File: src/rtl/lbbf_pkg.sv
package lbbf_pkg;

  // label set and code range of digit cells
  localparam int NUM_LABELS = 10;
  localparam int LABEL_W    = 4;
  localparam int COUNT_W    = 4;
  localparam int CODE_W     = 8;
  localparam int COORD_W    = 8;
  localparam int CFG_W      = 9;

  localparam logic [CODE_W-1:0] CODE_ZERO = 8'd48;
  localparam logic [CODE_W-1:0] CODE_NINE = 8'd57;

  // configuration register indexes
  localparam logic REG_COLUMNS = 1'b0;
  localparam logic REG_ROWS    = 1'b1;

  localparam logic [CFG_W-1:0] COLUMNS_RESET = 9'd140;
  localparam logic [CFG_W-1:0] ROWS_RESET    = 9'd50;

  // depth of the internal queues (power of two)
  localparam int QUEUE_DEPTH = 4;

  // one result as it leaves the block
  typedef struct packed {
    logic               box_valid;
    logic [LABEL_W-1:0] label_digit;
    logic [COORD_W-1:0] left_column;
    logic [COORD_W-1:0] top_row;
    logic [COORD_W-1:0] right_column;
    logic [COORD_W-1:0] bottom_row;
    logic               last_box;
  } res_t;

endpackage

File: src/rtl/lbbf_fifo.sv
module lbbf_fifo #(
  parameter int WIDTH = 8,
  parameter int DEPTH = 4
) (
  input  logic             clk,
  input  logic             rst,
  input  logic             wr_en,
  input  logic [WIDTH-1:0] wr_data,
  output logic             full,
  input  logic             rd_en,
  output logic [WIDTH-1:0] rd_data,
  output logic             empty
);

  localparam int AW = $clog2(DEPTH);

  logic [WIDTH-1:0] slots [DEPTH];
  logic [AW-1:0]    wr_ptr;
  logic [AW-1:0]    rd_ptr;
  logic [AW:0]      count;
  logic             do_wr;
  logic             do_rd;

  assign full    = (count == (AW+1)'(DEPTH));
  assign empty   = (count == '0);
  assign do_wr   = wr_en && !full;
  assign do_rd   = rd_en && !empty;
  assign rd_data = slots[rd_ptr];

  // slot storage, payload only
  always_ff @(posedge clk) begin
    if (do_wr) begin
      slots[wr_ptr] <= wr_data;
    end
  end

  // pointers and fill level
  always_ff @(posedge clk) begin
    if (rst) begin
      wr_ptr <= '0;
      rd_ptr <= '0;
      count  <= '0;
    end else begin
      if (do_wr) begin
        wr_ptr <= wr_ptr + AW'(1);
      end
      if (do_rd) begin
        rd_ptr <= rd_ptr + AW'(1);
      end
      if (do_wr && !do_rd) begin
        count <= count + (AW+1)'(1);
      end else if (do_rd && !do_wr) begin
        count <= count - (AW+1)'(1);
      end
    end
  end

endmodule

File: src/rtl/lbbf_front.sv
module lbbf_front #(
  parameter int MAX_COLUMNS = 256,
  parameter int MAX_ROWS    = 256
) (
  input  logic                                   clk,
  input  logic                                   rst,
  input  logic                                   cfg_write,
  input  logic                                   cfg_index,
  input  logic [lbbf_pkg::CFG_W-1:0]             cfg_data,
  input  logic                                   push,
  input  logic [lbbf_pkg::CODE_W-1:0]            cell_code,
  output logic                                   full,
  output logic                                   q_push,
  output logic [1+1+lbbf_pkg::LABEL_W+$clog2(MAX_COLUMNS)+$clog2(MAX_ROWS)-1:0] q_data,
  input  logic                                   q_full
);

  localparam int XW  = $clog2(MAX_COLUMNS);
  localparam int YW  = $clog2(MAX_ROWS);
  localparam int XCW = (XW + 1 > lbbf_pkg::CFG_W) ? XW + 1 : lbbf_pkg::CFG_W;
  localparam int YCW = (YW + 1 > lbbf_pkg::CFG_W) ? YW + 1 : lbbf_pkg::CFG_W;

  logic [lbbf_pkg::CFG_W-1:0]   columns_in_use;
  logic [lbbf_pkg::CFG_W-1:0]   rows_in_use;
  logic [XW-1:0]                col_pos;
  logic [YW-1:0]                row_pos;
  logic [XCW-1:0]               cols_ext;
  logic [XCW-1:0]               cols_clamped;
  logic [YCW-1:0]               rows_ext;
  logic [YCW-1:0]               rows_clamped;
  logic [XW-1:0]                last_col;
  logic [YW-1:0]                last_row;
  logic                         row_end;
  logic                         frame_end;
  logic                         digit_ok;
  logic [lbbf_pkg::LABEL_W-1:0] digit;
  logic                         accept;

  assign full   = q_full;
  assign accept = push && !q_full;

  // frame size clamped to 1..MAX, taken straight from the registers
  always_comb begin
    cols_ext = XCW'(columns_in_use);
    rows_ext = YCW'(rows_in_use);
    if (cols_ext == '0) begin
      cols_clamped = XCW'(1);
    end else if (cols_ext > XCW'(MAX_COLUMNS)) begin
      cols_clamped = XCW'(MAX_COLUMNS);
    end else begin
      cols_clamped = cols_ext;
    end
    if (rows_ext == '0) begin
      rows_clamped = YCW'(1);
    end else if (rows_ext > YCW'(MAX_ROWS)) begin
      rows_clamped = YCW'(MAX_ROWS);
    end else begin
      rows_clamped = rows_ext;
    end
    last_col = XW'(cols_clamped - XCW'(1));
    last_row = YW'(rows_clamped - YCW'(1));
  end

  assign row_end   = (col_pos >= last_col);
  assign frame_end = row_end && (row_pos >= last_row);

  // classify the cell
  assign digit_ok = (cell_code >= lbbf_pkg::CODE_ZERO) && (cell_code <= lbbf_pkg::CODE_NINE);
  assign digit    = lbbf_pkg::LABEL_W'(cell_code - lbbf_pkg::CODE_ZERO);

  // only label cells and the frame's last cell go to the back part
  assign q_push = accept && (digit_ok || frame_end);
  assign q_data = {frame_end, digit_ok, digit, col_pos, row_pos};

  // configuration registers
  always_ff @(posedge clk) begin
    if (rst) begin
      columns_in_use <= lbbf_pkg::COLUMNS_RESET;
      rows_in_use    <= lbbf_pkg::ROWS_RESET;
    end else if (cfg_write) begin
      case (cfg_index)
        lbbf_pkg::REG_COLUMNS: columns_in_use <= cfg_data;
        lbbf_pkg::REG_ROWS:    rows_in_use    <= cfg_data;
        default:               ;
      endcase
    end
  end

  // raster position of the next cell
  always_ff @(posedge clk) begin
    if (rst) begin
      col_pos <= '0;
      row_pos <= '0;
    end else if (accept) begin
      if (frame_end) begin
        col_pos <= '0;
        row_pos <= '0;
      end else if (row_end) begin
        col_pos <= '0;
        row_pos <= row_pos + YW'(1);
      end else begin
        col_pos <= col_pos + XW'(1);
      end
    end
  end

endmodule

File: src/rtl/lbbf_back.sv
module lbbf_back #(
  parameter int MAX_COLUMNS = 256,
  parameter int MAX_ROWS    = 256
) (
  input  logic           clk,
  input  logic           rst,
  input  logic           q_empty,
  input  logic [1+1+lbbf_pkg::LABEL_W+$clog2(MAX_COLUMNS)+$clog2(MAX_ROWS)-1:0] q_data,
  output logic           q_pop,
  input  logic           o_full,
  output logic           o_push,
  output lbbf_pkg::res_t o_data
);

  localparam int XW = $clog2(MAX_COLUMNS);
  localparam int YW = $clog2(MAX_ROWS);
  localparam int NL = lbbf_pkg::NUM_LABELS;
  localparam int LW = lbbf_pkg::LABEL_W;
  localparam int CW = lbbf_pkg::COORD_W;

  typedef struct packed {
    logic          frame_end;
    logic          digit_ok;
    logic [LW-1:0] digit;
    logic [XW-1:0] col;
    logic [YW-1:0] row;
  } entry_t;

  entry_t head;

  // per-label box lanes of the frame in progress
  logic [NL-1:0]  seen;
  logic [NL-1:0]  seen_next;
  logic [XW-1:0]  min_col [NL];
  logic [XW-1:0]  max_col [NL];
  logic [YW-1:0]  min_row [NL];
  logic [YW-1:0]  max_row [NL];
  logic [XW-1:0]  min_col_next [NL];
  logic [XW-1:0]  max_col_next [NL];
  logic [YW-1:0]  min_row_next [NL];
  logic [YW-1:0]  max_row_next [NL];
  logic [LW-1:0]  order [NL];
  logic [LW-1:0]  order_next [NL];
  logic [lbbf_pkg::COUNT_W-1:0] count;
  logic [lbbf_pkg::COUNT_W-1:0] count_next;
  logic [NL-1:0]  qual;
  logic [NL-1:0]  qpos;
  logic           take;
  logic           hit;
  logic           first;

  // finished frame waiting to be emitted
  logic           busy;
  logic [NL-1:0]  mask;
  logic [CW-1:0]  bank_lcol [NL];
  logic [CW-1:0]  bank_rcol [NL];
  logic [CW-1:0]  bank_trow [NL];
  logic [CW-1:0]  bank_brow [NL];
  logic [LW-1:0]  bank_order [NL];
  logic [NL-1:0]  pick;
  logic [LW-1:0]  pick_pos;
  logic [LW-1:0]  lbl;
  logic [NL-1:0]  rest;

  assign head  = entry_t'(q_data);
  // a frame end waits until the previous frame has been emitted
  assign q_pop = !q_empty && (!head.frame_end || !busy);
  assign take  = q_pop;
  assign first = take && head.digit_ok && !seen[head.digit];

  // lane updates: compare and store for the matching label
  always_comb begin
    for (int i = 0; i < NL; i++) begin
      hit             = take && head.digit_ok && (head.digit == LW'(i));
      seen_next[i]    = seen[i] || hit;
      min_col_next[i] = min_col[i];
      max_col_next[i] = max_col[i];
      min_row_next[i] = min_row[i];
      max_row_next[i] = max_row[i];
      if (hit && !seen[i]) begin
        min_col_next[i] = head.col;
        max_col_next[i] = head.col;
        min_row_next[i] = head.row;
        max_row_next[i] = head.row;
      end else if (hit) begin
        if (head.col < min_col[i]) min_col_next[i] = head.col;
        if (head.col > max_col[i]) max_col_next[i] = head.col;
        if (head.row < min_row[i]) min_row_next[i] = head.row;
        if (head.row > max_row[i]) max_row_next[i] = head.row;
      end
      qual[i] = (min_col_next[i] != max_col_next[i]) && (min_row_next[i] != max_row_next[i]);
    end
  end

  // appearance order
  always_comb begin
    for (int i = 0; i < NL; i++) begin
      order_next[i] = order[i];
    end
    count_next = count;
    if (first) begin
      order_next[count] = head.digit;
      count_next        = count + lbbf_pkg::COUNT_W'(1);
    end
  end

  // qualifying boxes by position in the appearance order
  always_comb begin
    for (int k = 0; k < NL; k++) begin
      qpos[k] = (lbbf_pkg::COUNT_W'(k) < count_next) && qual[order_next[k]];
    end
  end

  // lane state
  always_ff @(posedge clk) begin
    if (rst) begin
      seen  <= '0;
      count <= '0;
    end else if (take && head.frame_end) begin
      seen  <= '0;
      count <= '0;
    end else begin
      seen  <= seen_next;
      count <= count_next;
    end
  end

  always_ff @(posedge clk) begin
    for (int i = 0; i < NL; i++) begin
      min_col[i] <= min_col_next[i];
      max_col[i] <= max_col_next[i];
      min_row[i] <= min_row_next[i];
      max_row[i] <= max_row_next[i];
      order[i]   <= order_next[i];
    end
  end

  // lowest pending position
  always_comb begin
    pick     = '0;
    pick_pos = '0;
    for (int k = NL - 1; k >= 0; k--) begin
      if (mask[k]) begin
        pick     = '0;
        pick[k]  = 1'b1;
        pick_pos = LW'(k);
      end
    end
    rest = mask & ~pick;
    lbl  = bank_order[pick_pos];
  end

  // result formation
  always_comb begin
    o_push = busy && !o_full;
    o_data = '0;
    if (mask != '0) begin
      o_data.box_valid    = 1'b1;
      o_data.label_digit  = lbl;
      o_data.left_column  = bank_lcol[lbl];
      o_data.top_row      = bank_trow[lbl];
      o_data.right_column = bank_rcol[lbl];
      o_data.bottom_row   = bank_brow[lbl];
      o_data.last_box     = (rest == '0);
    end else begin
      o_data.last_box = 1'b1;
    end
  end

  // emitter control
  always_ff @(posedge clk) begin
    if (rst) begin
      busy <= 1'b0;
      mask <= '0;
    end else if (take && head.frame_end) begin
      busy <= 1'b1;
      mask <= qpos;
    end else if (o_push) begin
      mask <= rest;
      if (rest == '0) begin
        busy <= 1'b0;
      end
    end
  end

  // snapshot of the finished frame
  always_ff @(posedge clk) begin
    if (take && head.frame_end) begin
      for (int i = 0; i < NL; i++) begin
        bank_lcol[i]  <= CW'(min_col_next[i]);
        bank_rcol[i]  <= CW'(max_col_next[i]);
        bank_trow[i]  <= CW'(min_row_next[i]);
        bank_brow[i]  <= CW'(max_row_next[i]);
        bank_order[i] <= order_next[i];
      end
    end
  end

endmodule

File: src/rtl/label_bounding_box_finder_top.sv
// Per-label bounding box finder.
// Cells of a frame arrive in raster order on the input queue port (push/full,
// cell_code). For each digit label '0'..'9' the block tracks the smallest and
// largest column and row. After the frame's last cell it delivers one result
// per label whose box has nonzero width and height, in order of first
// appearance, with last_box set on the final one; a frame with no such box
// gives a single result with box_valid low and last_box high.
// Results leave on the output queue port (empty/pop); a transfer happens when
// pop is high while empty is low.
// Throughput: one cell per cycle while full is low. Results are emitted one per
// cycle while the result queue has room, up to ten per frame, by the back end,
// from a snapshot taken when the frame's last cell leaves the cell queue.
// A frame end waits in the four-entry cell queue while the previous frame's
// results are still being emitted; cells keep flowing until that queue fills.
// When the receiver stalls, the four-entry result queue fills, the back end
// stops emitting, and full rises once the cell queue is full as well.
// Frame size comes from cfg_write/cfg_index/cfg_data (columns, rows), clamped
// to 1..MAX. Reset clears position, label state and both queues and restores
// 140 columns by 50 rows.
module label_bounding_box_finder_top #(
  parameter int MAX_COLUMNS = 256,
  parameter int MAX_ROWS    = 256
) (
  input  logic                            clk,
  input  logic                            rst,
  input  logic                            cfg_write,
  input  logic                            cfg_index,
  input  logic [lbbf_pkg::CFG_W-1:0]      cfg_data,
  input  logic                            push,
  input  logic [lbbf_pkg::CODE_W-1:0]     cell_code,
  output logic                            full,
  output logic                            empty,
  input  logic                            pop,
  output logic                            box_valid,
  output logic [lbbf_pkg::LABEL_W-1:0]    label_digit,
  output logic [lbbf_pkg::COORD_W-1:0]    left_column,
  output logic [lbbf_pkg::COORD_W-1:0]    top_row,
  output logic [lbbf_pkg::COORD_W-1:0]    right_column,
  output logic [lbbf_pkg::COORD_W-1:0]    bottom_row,
  output logic                            last_box
);

  localparam int ENT_W = 2 + lbbf_pkg::LABEL_W + $clog2(MAX_COLUMNS) + $clog2(MAX_ROWS);
  localparam int RES_W = $bits(lbbf_pkg::res_t);

  logic             q_push;
  logic [ENT_W-1:0] q_wdata;
  logic             q_full;
  logic             q_pop;
  logic [ENT_W-1:0] q_rdata;
  logic             q_empty;
  logic             o_push;
  logic             o_full;
  lbbf_pkg::res_t   o_wdata;
  lbbf_pkg::res_t   o_rdata;
  logic [RES_W-1:0] o_rbits;

  lbbf_front #(
    .MAX_COLUMNS (MAX_COLUMNS),
    .MAX_ROWS    (MAX_ROWS)
  ) u_front (
    .clk       (clk),
    .rst       (rst),
    .cfg_write (cfg_write),
    .cfg_index (cfg_index),
    .cfg_data  (cfg_data),
    .push      (push),
    .cell_code (cell_code),
    .full      (full),
    .q_push    (q_push),
    .q_data    (q_wdata),
    .q_full    (q_full)
  );

  // cell queue between front and back
  lbbf_fifo #(
    .WIDTH (ENT_W),
    .DEPTH (lbbf_pkg::QUEUE_DEPTH)
  ) u_cell_q (
    .clk     (clk),
    .rst     (rst),
    .wr_en   (q_push),
    .wr_data (q_wdata),
    .full    (q_full),
    .rd_en   (q_pop),
    .rd_data (q_rdata),
    .empty   (q_empty)
  );

  lbbf_back #(
    .MAX_COLUMNS (MAX_COLUMNS),
    .MAX_ROWS    (MAX_ROWS)
  ) u_back (
    .clk     (clk),
    .rst     (rst),
    .q_empty (q_empty),
    .q_data  (q_rdata),
    .q_pop   (q_pop),
    .o_full  (o_full),
    .o_push  (o_push),
    .o_data  (o_wdata)
  );

  // result queue toward the receiver
  lbbf_fifo #(
    .WIDTH (RES_W),
    .DEPTH (lbbf_pkg::QUEUE_DEPTH)
  ) u_res_q (
    .clk     (clk),
    .rst     (rst),
    .wr_en   (o_push),
    .wr_data (o_wdata),
    .full    (o_full),
    .rd_en   (pop),
    .rd_data (o_rbits),
    .empty   (empty)
  );

  assign o_rdata      = lbbf_pkg::res_t'(o_rbits);
  assign box_valid    = o_rdata.box_valid;
  assign label_digit  = o_rdata.label_digit;
  assign left_column  = o_rdata.left_column;
  assign top_row      = o_rdata.top_row;
  assign right_column = o_rdata.right_column;
  assign bottom_row   = o_rdata.bottom_row;
  assign last_box     = o_rdata.last_box;

endmodule

File: config.mk
export PLATFORM = sky130hd
export DESIGN_NAME = label_bounding_box_finder_top
export DESIGN_NICKNAME = d
export VERILOG_FILES = /design/src/rtl/lbbf_pkg.sv /design/src/rtl/lbbf_fifo.sv /design/src/rtl/lbbf_front.sv /design/src/rtl/lbbf_back.sv /design/src/rtl/label_bounding_box_finder_top.sv
export SDC_FILE = /design/constraint.sdc
export NUM_CORES = 2
export LEC_CHECK = 0
export BUFFER_PORTS_ARGS = -buffer_cell sky130_fd_sc_hd__buf_4
export CORE_MARGIN = 2
export CORE_UTILIZATION = 45
export DETAILED_ROUTE_END_ITERATION = 10
export SKIP_LAST_GASP = 1
export SYNTH_ARGS = -nofsm -noshare
export SYNTH_HDL_FRONTEND = slang
export SYNTH_SLANG_ARGS = --single-unit
File: constraint.sdc
create_clock -name clk -period 89.2 [get_ports clk]
set_clock_uncertainty 0.2 [all_clocks]
set_input_delay 4.46 -clock clk [delete_from_list [all_inputs] [get_ports clk]]
set_output_delay 4.46 -clock clk [all_outputs]
set_load 0.01 [all_outputs]
==> results.cfg <==
[outcome]
outcome = completed

[die]
die_y_um = 348
ios = 63
core-area_um2 = 118000
die_w_um = 348
start_util = 0.453
rows = 126
dieArea_um2 = 121000

[route]
wirelength_met1_mm = 68.9
ant_nets = 0
wirelength_mm = 155
drtPass1Iterations = 5
drt_first_iter_violations = 3645
top_layer_used = met4
drc = 0
vias_per_cell = 5.89
wl_met3_mm = 9.90
routedWlPerCell_um = 22.8
wl_met2_mm = 70.6
routed-via-count = 40102

[pwr]
power_frac_comb = 0.432
p_sw_frac = 0.418
power_leakage_nw = 22.8
cellPowerDensity_nw_per_um2 = 39.0
power_frac_seq = 0.359
clkPwrFrac = 0.208
internal-power_mw = 1.35
p_sw_mw = 0.966
vdd_drop_max_v = 0.0000230

[final_layout]
syn_to_final_growth_pct = 11.1
nets = 5530
final_layout_size_suffix_gt1_frac = 0.0939
design_area_um2 = 59300
fillCellCount = 10590

[cts]
hold_buffers = 0
root_buffer = clkbuf_16
cts_tree = built
clkTransAtPathRegs_ns = 0.07
cts.sinks = 1037
clock_latency_ns = 0.72
clockBufferDepth = 3
cts_setup_buffers = 0
ctsResizeCount = 0
htreeDepth = 3
cts-buffers-inserted = 110

[logic_synthesis]
syn_inst = 5179
ys.warnings.count = 0
synth-seq-area-share = 0.502
synth-seq-cells = 1037
syn-num-nets = 5538
synth_edf_count = 600
avgSynthCellArea_um2 = 10.3
ys.flop_type = edfxtp_1
ys_async_sr_fraction = 0
netlist_area_um2 = 53300
synth.distinct_cells = 100

[timing]
setup_tns_ns = 0
finalCriticalPeriod_ns = 7.64
rsz0062_at_grt = no
max_freq_mhz = 131
hold_violations = 0
fin_crit_sh = 0.0856
worst_pin_slew_ns = 1.24
maxSlewViolCount = 0
relSlewSlack = 0.169
setup_viol = 0
hold_ws_ns = 0.265

[placed_design]
gp_congestion = 0.894
dp_hpwl_mm = 107
place_area_um2 = 55500
numPortBuffers = 62

[critical_path]
slowest_stage = nand4_1
cp_slowest_stage_delay_ns = 0.91
setup.worst_path.class = register to register
start_kind = register
crit_top_cell = buf_4
critPathTopFamily = buffers and inverters
arrival_ns = 8.04
worstPathRequired_ns = 89.60
cp-end-kind = register
worstPathCellList = buf_4 > mux2_2 > o21ai_2 > buf_4 > clkinv_1 > buf_4 > ha_1 > a21oi_1 > o21ai_0 > a2bb2oi_1 > nand4_1 > o21ai_0 > xor2_1 > nor4_1 > a22oi_1 > buf_4 > mux4_2 > a21oi_1 > o211ai_1
crit_buf_inv = 5
critPathMaxFanout = 39

[global_route]
antenna_found_initial = 2
grt_pass1_vias = 38056
grt_max_degree = 151
overflow = 0
grtUsageTotal = 0.252
grt_pass1_wl_mm = 234

[min_path]
min_path_type = register to register

[run]
drv_cap = 0
==> per-stage QoR <==
step	utilization	setup WS [ns]	power [mW]	std cells
after floorplan	-	56.34	1.53	5179
after global placement	0.471	81.72	1.80	6595
after detailed placement	0.471	81.70	1.82	6595
after CTS	0.503	81.75	2.31	6805
after global routing	0.503	81.29	2.46	6805
final	0.503	81.56	2.31	6806
==> worst reg2reg max path: stages (launching register included) <==
cell       delay [ns]
dfxtp_2          0.31
buf_4            0.48
mux2_2           0.42
o21ai_2          0.10
buf_4            0.33
clkinv_1         0.54
buf_4            0.45
ha_1             0.36
a21oi_1          0.14
o21ai_0          0.10
a2bb2oi_1        0.21
nand4_1          0.91
o21ai_0          0.74
xor2_1           0.13
nor4_1           0.83
a22oi_1          0.27
buf_4            0.28
mux4_2           0.48
a21oi_1          0.16
o211ai_1         0.09
==> Yosys cell counts, drive strengths merged (57+ instances only) <==
library cell  number  share of area
clkbuf           218          0.015
dfxtp            437           0.16
nand4             59         0.0069
edfxtp           600           0.34
nor3              74         0.0069
o21ai            393          0.037
ha               334          0.078
o221ai            83          0.014
a31oi             57         0.0067
inv              396          0.028
mux4              57          0.024
nand3            153          0.014
xnor2            142          0.023
a21oi            229          0.022
mux2i            145          0.027
xor2              69          0.011
nand2            786          0.055
nor2             147          0.010
==> metal layers <==
metal  vias up  GRT usage
li1      19032          -
met1     19585      0.348
met2      1247      0.402
met3       238     0.0354
met4         0     0.0968
met5         -          0
==> power groups by stage <==
| stage | Sequential [mW] | Clock (mW) | Combinational [mW] |
|---|---|---|---|
| floorplan | 0.864 | 0 | 0.663 |
| global placement | 0.834 | 0 | 0.970 |
| detailed placement | 0.836 | 0 | 0.985 |
| CTS | 0.829 | 0.489 | 0.990 |
| global route | 0.848 | 0.507 | 1.10 |
| finish | 0.831 | 0.481 | 1.00 |
==> worst paths after layout <==
| check | start | cells after the start | end | slack, ns |
|---|---|---|---|---|
| worst max-delay path | register | 19 | u_back.mask[4] | 81.56 |
| worst min register to register | u_front.rows_ext[0] | 2 | u_front.rows_ext[0] | 0.26 |
| worst max register to register | register | 19 | u_back.mask[4] | 81.56 |
| worst min-delay path | u_front.rows_ext[0] | 2 | u_front.rows_ext[0] | 0.26 |
==> kinds of logic (layout without fill, tap and decap cells) <==
logic type / Yosys count / after routing / synth area share
flip-flops: 1037 / 1037 / 0.502
adder cells (fa/ha/maj): 338 / 338 / 0.0795
other: 0 / 1 / 0
AND/OR/NAND/NOR: 1466 / 1466 / 0.126
multiplexers: 249 / 249 / 0.0612
XOR/XNOR: 211 / 211 / 0.0347
buffers and inverters: 657 / 747 / 0.0472
AO/OA/AOI/OAI: 1221 / 1221 / 0.149
==> registers in the layout, indices dropped and copies added (netlist names), 10 cells and up, named ones only <==
signal and cells:
u_back.max_col 80, u_back.order 40, u_back.min_row 80, u_back.mask 10, u_cell_q.slots 88, u_back.min_col 80, u_back.bank_brow 80, u_back.bank_lcol 80
u_back.max_row 80, u_res_q.slots 152, u_back.bank_rcol 80, u_back.bank_order 40, u_back.bank_trow 80, u_back.seen 10
==> cell type report <==
class / count / area [um2] / area share
inverter: 401 / 1510 / 0.0254
multi-input combinational: 3485 / 24200 / 0.408
tap: 1536 / 1920 / 0.0324
clock buffer: 131 / 2870 / 0.0485
antenna: 1 / 2.50 / 0.0000422
clock inverter: 79 / 938 / 0.0158
timing repair buffer: 136 / 1060 / 0.0179
sequential: 1037 / 26800 / 0.452
==> placed cells by master, fill, tap and decap left out, drive strengths merged, types with 50 or more instances in the layout <==
| cell type | instances |
|---|---|
| a21oi | 229 |
| a31oi | 57 |
| buf | 136 |
| clkbuf | 131 |
| clkinv | 50 |
| dfxtp | 437 |
| edfxtp | 600 |
| ha | 334 |
| inv | 399 |
| mux2i | 145 |
| mux4 | 57 |
| nand2 | 786 |
| nand3 | 153 |
| nand4 | 59 |
| nor2 | 147 |
| nor3 | 74 |
| o21ai | 393 |
| o221ai | 83 |
| xnor2 | 142 |
| xor2 | 69 |
Power figures use the tool's default switching activity.
